===== config.mk =====
export PLATFORM = sky130hd
export DESIGN_NAME = circular_deque_counted_core
export DESIGN_NICKNAME = d
export VERILOG_FILES = /design/src/sv/cdq_pkg.sv /design/src/sv/circular_deque_counted_core.sv
export SDC_FILE = /design/constraint.sdc
export NUM_CORES = 1
export LEC_CHECK = 0
export BUFFER_PORTS_ARGS = -buffer_cell sky130_fd_sc_hd__buf_2
export CAP_MARGIN = 20
export CORE_AREA = 4 4 244 246
export CTS_CLUSTER_SIZE = 8
export DETAILED_ROUTE_END_ITERATION = 16
export DIE_AREA = 0 0 248 250
export PLACE_DENSITY = 0.72
export SLEW_MARGIN = 20
export SYNTH_ARGS = -nofsm -noshare
export SYNTH_HDL_FRONTEND = slang
export SYNTH_SLANG_ARGS = --single-unit

===== constraint.sdc =====
create_clock -name i_clk -period 12.9 [get_ports i_clk]
set_input_delay 0.645 -clock i_clk [delete_from_list [all_inputs] [get_ports i_clk]]
set_output_delay 0.645 -clock i_clk [all_outputs]
set_load 0.01 [all_outputs]

===== src/sv/cdq_pkg.sv =====
// cdq_pkg: shared constants and request codes for the counted circular deque
// no dependencies; imported by circular_deque_counted_core and tb_top
package cdq_pkg;

    localparam int DEPTH_DEFAULT  = 16;
    localparam int DATA_W         = 32;
    localparam int OP_W           = 3;
    localparam int CFG_W          = 5;
    localparam int OCC_W          = 5;
    localparam int RESET_CAPACITY = 16;

    // request codes, unlisted codes act as query
    localparam logic [OP_W-1:0] OP_PUSH_FRONT = 3'd0;
    localparam logic [OP_W-1:0] OP_PUSH_BACK  = 3'd1;
    localparam logic [OP_W-1:0] OP_POP_FRONT  = 3'd2;
    localparam logic [OP_W-1:0] OP_POP_BACK   = 3'd3;
    localparam logic [OP_W-1:0] OP_QUERY      = 3'd4;

endpackage


===== src/sv/circular_deque_counted_core.sv =====
// circular_deque_counted_core: double-ended queue held in a ring memory
// depends on cdq_pkg for widths, reset capacity and request codes
//
// channel   | direction | handshake               | payload
// ----------+-----------+-------------------------+--------------------------------------
// request   | in        | i_start, o_busy         | i_op, i_value
// result    | out       | o_valid (strobe)        | o_ok, o_front_value, o_rear_value,
//           |           |                         | o_is_empty, o_is_full, o_occupancy
// config    | in        | i_cfg_we                | i_capacity
//
// a request is taken on a rising edge with i_start high and o_busy low; its
// result strobes on o_valid in the next cycle
// one request per cycle while o_busy is low: indices and count update at the accept edge, the
// push write and both slot reads go to the ring memory in that same cycle
// the read data is registered, so the result appears in the following cycle
// a read that hits the slot being written is served from the write data
// o_busy is high only during reset and until r_ready is set after it
// the result side cannot stall; every result is taken in its strobe cycle
module circular_deque_counted_core
    import cdq_pkg::*;
#(
    parameter int DEPTH = DEPTH_DEFAULT
) (
    input  logic                     i_clk,
    input  logic                     i_rst_n,
    input  logic                     i_start,
    output logic                     o_busy,
    input  logic [OP_W-1:0]          i_op,
    input  logic signed [DATA_W-1:0] i_value,
    input  logic                     i_cfg_we,
    input  logic [CFG_W-1:0]         i_capacity,
    output logic                     o_valid,
    output logic                     o_ok,
    output logic signed [DATA_W-1:0] o_front_value,
    output logic signed [DATA_W-1:0] o_rear_value,
    output logic                     o_is_empty,
    output logic                     o_is_full,
    output logic [OCC_W-1:0]         o_occupancy
);

    // index width, and count/capacity width that can hold DEPTH itself
    localparam int AW        = (DEPTH > 1) ? $clog2(DEPTH) : 1;
    localparam int CW        = $clog2(DEPTH + 1);
    localparam int CMPW      = (CW > CFG_W) ? CW : CFG_W;
    localparam int RESET_CAP = (RESET_CAPACITY > DEPTH) ? DEPTH : RESET_CAPACITY;

    // ring memory, no reset: only written slots are ever reported
    logic signed [DATA_W-1:0] mem [DEPTH];

    // control state
    logic          r_ready;
    logic [CW-1:0] r_cap;
    logic [AW-1:0] r_head, n_head;
    logic [AW-1:0] r_tail, n_tail;
    logic [CW-1:0] r_count, n_count;

    // result stage
    logic                     r_valid;
    logic                     r_ok;
    logic                     r_empty;
    logic                     r_full;
    logic [CW-1:0]            r_occ;
    logic                     r_fwd_front;
    logic                     r_fwd_rear;
    logic signed [DATA_W-1:0] r_wdata;
    logic signed [DATA_W-1:0] r_rd_front;
    logic signed [DATA_W-1:0] r_rd_rear;

    // request decode
    logic          accept;
    logic          n_ok;
    logic          wr_en;
    logic [AW-1:0] wr_addr;
    logic [AW-1:0] rd_front_addr;
    logic [AW-1:0] rd_rear_addr;
    logic          is_full_now;
    logic          is_empty_now;

    // capacity clamp
    logic [CMPW-1:0] cap_wide;
    logic [CW-1:0]   cap_clamped;

    logic [CW+OCC_W-1:0] occ_ext;

    function automatic logic [AW-1:0] slot_next(input logic [AW-1:0] idx,
                                                input logic [CW-1:0] cap);
        logic [CW-1:0] inc;
        inc = CW'(idx) + CW'(1);
        return (inc >= cap) ? '0 : AW'(inc);
    endfunction

    function automatic logic [AW-1:0] slot_prev(input logic [AW-1:0] idx,
                                                input logic [CW-1:0] cap);
        return (idx == '0) ? AW'(cap - CW'(1)) : idx - AW'(1);
    endfunction

    assign accept = i_start && !o_busy;
    assign o_busy = !r_ready || !i_rst_n;

    // out-of-range capacity: zero reads as one, above the depth as the depth
    always_comb begin
        cap_wide = CMPW'(i_capacity);
        if (cap_wide == '0) begin
            cap_clamped = CW'(1);
        end else if (cap_wide > CMPW'(DEPTH)) begin
            cap_clamped = CW'(DEPTH);
        end else begin
            cap_clamped = CW'(cap_wide);
        end
    end

    assign is_full_now  = (r_count >= r_cap);
    assign is_empty_now = (r_count == '0);

    always_comb begin
        n_head  = r_head;
        n_tail  = r_tail;
        n_count = r_count;
        n_ok    = 1'b1;
        wr_en   = 1'b0;
        wr_addr = r_tail;
        unique case (i_op)
            OP_PUSH_FRONT: begin
                if (is_full_now) begin
                    n_ok = 1'b0;
                end else begin
                    n_head  = slot_prev(r_head, r_cap);
                    wr_en   = 1'b1;
                    wr_addr = n_head;
                    n_count = r_count + CW'(1);
                end
            end
            OP_PUSH_BACK: begin
                if (is_full_now) begin
                    n_ok = 1'b0;
                end else begin
                    wr_en   = 1'b1;
                    wr_addr = r_tail;
                    n_tail  = slot_next(r_tail, r_cap);
                    n_count = r_count + CW'(1);
                end
            end
            OP_POP_FRONT: begin
                if (is_empty_now) begin
                    n_ok = 1'b0;
                end else begin
                    n_head  = slot_next(r_head, r_cap);
                    n_count = r_count - CW'(1);
                end
            end
            OP_POP_BACK: begin
                if (is_empty_now) begin
                    n_ok = 1'b0;
                end else begin
                    n_tail  = slot_prev(r_tail, r_cap);
                    n_count = r_count - CW'(1);
                end
            end
            default: begin
                // query and unused codes change nothing
            end
        endcase
    end

    // front is the head slot, rear is the slot just behind the tail
    assign rd_front_addr = n_head;
    assign rd_rear_addr  = slot_prev(n_tail, r_cap);

    // memory port: one write, two registered reads (old data on a collision)
    always_ff @(posedge i_clk) begin
        if (accept && wr_en) begin
            mem[wr_addr] <= i_value;
        end
        if (accept) begin
            r_rd_front <= mem[rd_front_addr];
            r_rd_rear  <= mem[rd_rear_addr];
        end
    end

    // control state and result strobe
    always_ff @(posedge i_clk) begin
        if (!i_rst_n) begin
            r_ready <= 1'b0;
            r_cap   <= CW'(RESET_CAP);
            r_head  <= '0;
            r_tail  <= '0;
            r_count <= '0;
            r_valid <= 1'b0;
        end else begin
            r_ready <= 1'b1;
            r_valid <= accept;
            if (i_cfg_we) begin
                // a capacity write empties the deque, store contents are kept
                r_cap   <= cap_clamped;
                r_head  <= '0;
                r_tail  <= '0;
                r_count <= '0;
            end else if (accept) begin
                r_head  <= n_head;
                r_tail  <= n_tail;
                r_count <= n_count;
            end
        end
    end

    // result payload, captured with the request
    always_ff @(posedge i_clk) begin
        if (accept) begin
            r_ok        <= n_ok;
            r_empty     <= (n_count == '0);
            r_full      <= (n_count == r_cap);
            r_occ       <= n_count;
            r_wdata     <= i_value;
            r_fwd_front <= wr_en && (wr_addr == rd_front_addr);
            r_fwd_rear  <= wr_en && (wr_addr == rd_rear_addr);
        end
    end

    // occupancy shows the count modulo 32
    assign occ_ext = {{OCC_W{1'b0}}, r_occ};

    assign o_valid       = r_valid;
    assign o_ok          = r_ok;
    assign o_is_empty    = r_empty;
    assign o_is_full     = r_full;
    assign o_occupancy   = occ_ext[OCC_W-1:0];
    assign o_front_value = r_empty ? '1 : (r_fwd_front ? r_wdata : r_rd_front);
    assign o_rear_value  = r_empty ? '1 : (r_fwd_rear ? r_wdata : r_rd_rear);

    // assertions

    a_strobe_follows_accept: assert property (
        @(posedge i_clk) disable iff (!i_rst_n)
        accept |=> o_valid
    ) else $error("result strobe missing after an accepted request");

    a_no_spurious_strobe: assert property (
        @(posedge i_clk) disable iff (!i_rst_n)
        !accept |=> !o_valid
    ) else $error("result strobe without an accepted request");

    a_count_within_capacity: assert property (
        @(posedge i_clk) disable iff (!i_rst_n)
        r_count <= r_cap
    ) else $error("item count exceeds capacity");

    a_indices_within_capacity: assert property (
        @(posedge i_clk) disable iff (!i_rst_n)
        (CW'(r_head) < r_cap) && (CW'(r_tail) < r_cap)
    ) else $error("ring index outside the capacity");

    a_refusal_has_cause: assert property (
        @(posedge i_clk) disable iff (!i_rst_n)
        (o_valid && !o_ok) |-> (o_is_full || o_is_empty)
    ) else $error("request refused while neither full nor empty");

endmodule


==> results.json <==
{
  "number_of_maximum_capacitance_violations": 0,
  "peakVddDrop_uv": 110.4,
  "detail_route.first_pass.iterations": 8,
  "vias_per_cell": 6.801,
  "cts_repair_resized_insts": 0,
  "sequential_area_share_after_synthesis_pct": 60.46,
  "clock-skew-final_ns": 0.01977,
  "final_cell_area_sq_mm": 0.03490,
  "postSynthRegisterBits": 638,
  "worst_slew_pin_slew_ns": 1.214,
  "finish.net_count": 2702,
  "critical_path_class": "flop to flop",
  "die_w_um": 248,
  "post-route-period-util_pct": 48.82,
  "cp-start-kind": "flop",
  "worst_path_max_delay_cell": "sky130_fd_sc_hd__o21ai_1",
  "drt_iter0_markers": 2622,
  "maximum_number_of_pins_on_one_net_before_global_route_repair": 199,
  "syn_avg_cell_area_sq_um": 12.03,
  "timing_endpoint_of_the_critical_path": "r_rd_rear[12]",
  "cell_leakage_power_nw": 11.60,
  "total_stage_count_of_the_critical_path": 17,
  "cts.clk_slew.worst_paths_ns": 0.05,
  "final_layout_size_suffix_gt1_share_pct": 11.33,
  "num_rows": 88,
  "ys.warnings.count": 0,
  "finalHoldViolCount": 0,
  "status": "finished clean",
  "design.portCount": 118,
  "crit_path_cell_trace": "ha_1 > nand2b_1 > a31oi_1 > o21ai_1 > o31ai_1 > a21o_1 > inv_1 > ha_1 > inv_1 > or3_1 > buf_4 > o21ai_4 > buf_4 > and2_2 > buf_4 > a32oi_1 > a32o_1",
  "globalRoute.totalOverflow": 0,
  "post_synth_num_cell_types": 68,
  "crit_start": "r_cap[0]",
  "grt_use_total_pct": 28.63,
  "cp_num_buf_inv": 5,
  "routabilityCongestion": 0.8765,
  "yosys_most_used_dff": "sky130_fd_sc_hd__edfxtp_1",
  "crit_path_max_incr_delay_ns": 0.67,
  "relative_max_transition_margin_pct": 19.08,
  "effective_utilization_at_floorplan_pct": 54.67,
  "worst-r2r-cell-count": 17,
  "maxSlewViolCount": 0,
  "cts_max_level": 3,
  "critical_path_peak_fanout": 32,
  "total_routed_wirelength_mm": 90.93,
  "worst_path_most_repeated_cell": "sky130_fd_sc_hd__buf_4",
  "drc": 0,
  "final-setup-viol-count": 0,
  "timing.reg2reg.setup_slack_ns": 6.60,
  "cts_root_buffer": "sky130_fd_sc_hd__clkbuf_16",
  "cts-hold-fix-buffers": 0,
  "hold_slack_ns": 0.2369,
  "power_density_mw_per_mm2": 146.6,
  "dpl_cell_area_sq_mm": 0.03249,
  "fmaxAchievable_mhz": 158.8,
  "floorplan.die.height_um": 250,
  "first_global_vias": 22930,
  "detailed_place_hpwl_mm": 46.80,
  "detail-route-antenna-nets": 0,
  "setup-tns-final_ns": 0,
  "cp_data_arrival_time_ns": 6.66,
  "crit_path_capture_type": "flop",
  "routed_vias": 23290,
  "cts_inserted_buffers": 89,
  "cts_setup_buffers": 0,
  "worstReg2RegStart": "r_cap[0]",
  "worst_ep_required_time_ns": 13.27,
  "grt_setup_unrepaired": "false",
  "placeableCoreArea_sq_mm": 0.05737,
  "clk_path_buf_depth": 3,
  "netlist_area_sq_mm": 0.03136,
  "layout_min_cycle_time_ns": 6.298,
  "synthCells": 2606,
  "holdPathStages": 1,
  "r2r_end": "r_rd_rear[12]",
  "synthesis.nets": 2673,
  "grt_pass1_wl_mm": 135.5,
  "synth-edff-count": 618,
  "mostFrequentLayoutCells": "618 x sky130_fd_sc_hd__edfxtp_1, 424 x sky130_fd_sc_hd__nand2_1, 168 x sky130_fd_sc_hd__a211oi_1",
  "tritoncts_clock_tree": "built",
  "cell_family_with_most_cp_delay": "compound AO/OA/AOI/OAI gates",
  "floorplan.die_area_sq_mm": 0.06200,
  "worstSkewPairLatency_ns": 0.63,
  "final_common_cell": "sky130_fd_sc_hd__edfxtp_1",
  "antenna_violations_before_repair": 2,
  "kind_of_path_behind_the_tightest_hold_check": "primary input to flop",
  "synthArstFlopShare_pct": 0,
  "syn_to_final_growth_pct": 11.29,
  "port-buffer-count": 117,
  "clkSinkCount": 638,
  "wl_per_cell_um": 26.56
}
-- synth_stat cells (3+ instances only) --
cell                       number  share of area, %
sky130_fd_sc_hd__edfxtp_1     618                59
sky130_fd_sc_hd__nand2_1      424               5.1
sky130_fd_sc_hd__a211oi_1     168               4.0
sky130_fd_sc_hd__clkbuf_1     163               2.0
sky130_fd_sc_hd__mux2i_1      160               5.1
sky130_fd_sc_hd__and2_1       131               2.6
sky130_fd_sc_hd__a21oi_1       90               1.4
sky130_fd_sc_hd__a31oi_1       69               1.4
sky130_fd_sc_hd__a211o_1       66               1.8
sky130_fd_sc_hd__a311oi_1      65               1.8
sky130_fd_sc_hd__nor2b_1       65               1.3
sky130_fd_sc_hd__a32oi_1       63               1.8
sky130_fd_sc_hd__o21ai_0       50              0.80
sky130_fd_sc_hd__nor2_1        49              0.59
sky130_fd_sc_hd__a21o_1        40              0.96
sky130_fd_sc_hd__a32o_1        35               1.1
sky130_fd_sc_hd__o211ai_1      34              0.81
sky130_fd_sc_hd__buf_2         33              0.53
sky130_fd_sc_hd__nand3b_1      32              0.77
sky130_fd_sc_hd__a221oi_1      31              0.87
sky130_fd_sc_hd__inv_1         29              0.35
sky130_fd_sc_hd__ha_1          23              0.92
sky130_fd_sc_hd__dfxtp_1       20               1.3
sky130_fd_sc_hd__xnor2_1       17              0.47
sky130_fd_sc_hd__nor3_1        14              0.22
sky130_fd_sc_hd__buf_1         12              0.14
sky130_fd_sc_hd__nand3_1       12              0.19
sky130_fd_sc_hd__buf_4         10              0.24
sky130_fd_sc_hd__nand2b_1       9              0.18
sky130_fd_sc_hd__or3_1          6              0.12
sky130_fd_sc_hd__buf_6          5              0.18
sky130_fd_sc_hd__nand4_1        5              0.10
sky130_fd_sc_hd__a22oi_1        3             0.072
sky130_fd_sc_hd__and3_1         3             0.060
sky130_fd_sc_hd__o21ai_2        3             0.084
sky130_fd_sc_hd__o22ai_1        3             0.060
sky130_fd_sc_hd__or2_2          3             0.060
sky130_fd_sc_hd__xor2_1         3             0.084
-- worst min-delay path by stage --
stage,endpoint,slack (ns),from
final,r_ready,0.24,i_rst_n
after global routing,r_ready,0.23,i_rst_n
after CTS,r_ready,0.20,i_rst_n
after detailed placement,r_cap[4],0.55,r_cap[4]
after global placement,r_cap[4],0.54,r_cap[4]
after floorplan,r_count[1],0.51,r_count[1]
-- per-layer routing --
layer / GRT usage [%] / vias up / share of wire [%]
met1: 38.41 / 11370 / 39
li1: - / 10130 / -
met3: 4.588 / 275 / 10
met5: 0 / - / 0
met2: 46.05 / 1511 / 47
met4: 13.07 / 0 / 4.2
-- metrics by stage --
step                worst slack, ns  utilization, %  total power, mW  std cells
floorplan                     8.340               -            2.858       2606
global placement              6.809           56.64            3.059       3308
detailed placement            6.750           56.64            3.075       3308
CTS                           6.708           60.77            5.122       3420
global route                  6.300           60.83            5.275       3422
finish                        6.602           60.84            5.117       3424
-- flip-flops by register name, summed over array words and instances (netlist names) --
signal	cells
r_count	5
r_fwd_front	1
o_ok	1
r_ready	1
r_rd_front	32
r_cap	5
o_is_full	1
r_head	4
o_valid	1
mem	512
r_tail	4
o_occupancy	5
r_rd_rear	32
r_wdata	32
r_fwd_rear	1
o_is_empty	1
-- where the power goes --
part | leakage, nW | internal (mW) | switching, mW
logic | 4.71 | 0.246 | 0.488
clock network | 1.15 | 1.23 | 0.829
registers | 5.74 | 2.31 | 0.0112
total | 11.6 | 3.79 | 1.33
-- area by class of cell --
class / instances / area, sq um
repair buffers: 161 / 960.9
multi-input cells: 1716 / 11530
clock inverters: 6 / 78.83
inverters: 29 / 113.9
diodes: 3 / 7.507
well taps: 765 / 957.2
fillers: 4371 / 22470
clock buffers: 106 / 2291
flip-flops and latches: 638 / 18960
-- worst reg2reg max path: cells and delay by family, from the launching register on --
kind | cells | cell delay, ns
AO/OA/AOI/OAI | 7 | 2.06
buffers and inverters | 5 | 1.89
AND/OR/NAND/NOR | 3 | 0.78
adder cells (fa/ha/maj) | 2 | 0.68
flip-flops | 1 | 0.65
-- cell families after synthesis --
| group | Yosys count | share of synthesized area (%) |
|---|---|---|
| AO/OA/AOI/OAI | 742 | 17.73 |
| XOR/XNOR | 20 | 0.5586 |
| adder cells (fa/ha/maj) | 23 | 0.9177 |
| buffers and inverters | 252 | 3.387 |
| flip-flops | 638 | 60.46 |
| multiplexers | 160 | 5.107 |
| AND/OR/NAND/NOR | 771 | 11.85 |
No activity file was read; power rests on OpenSTA's default activity.
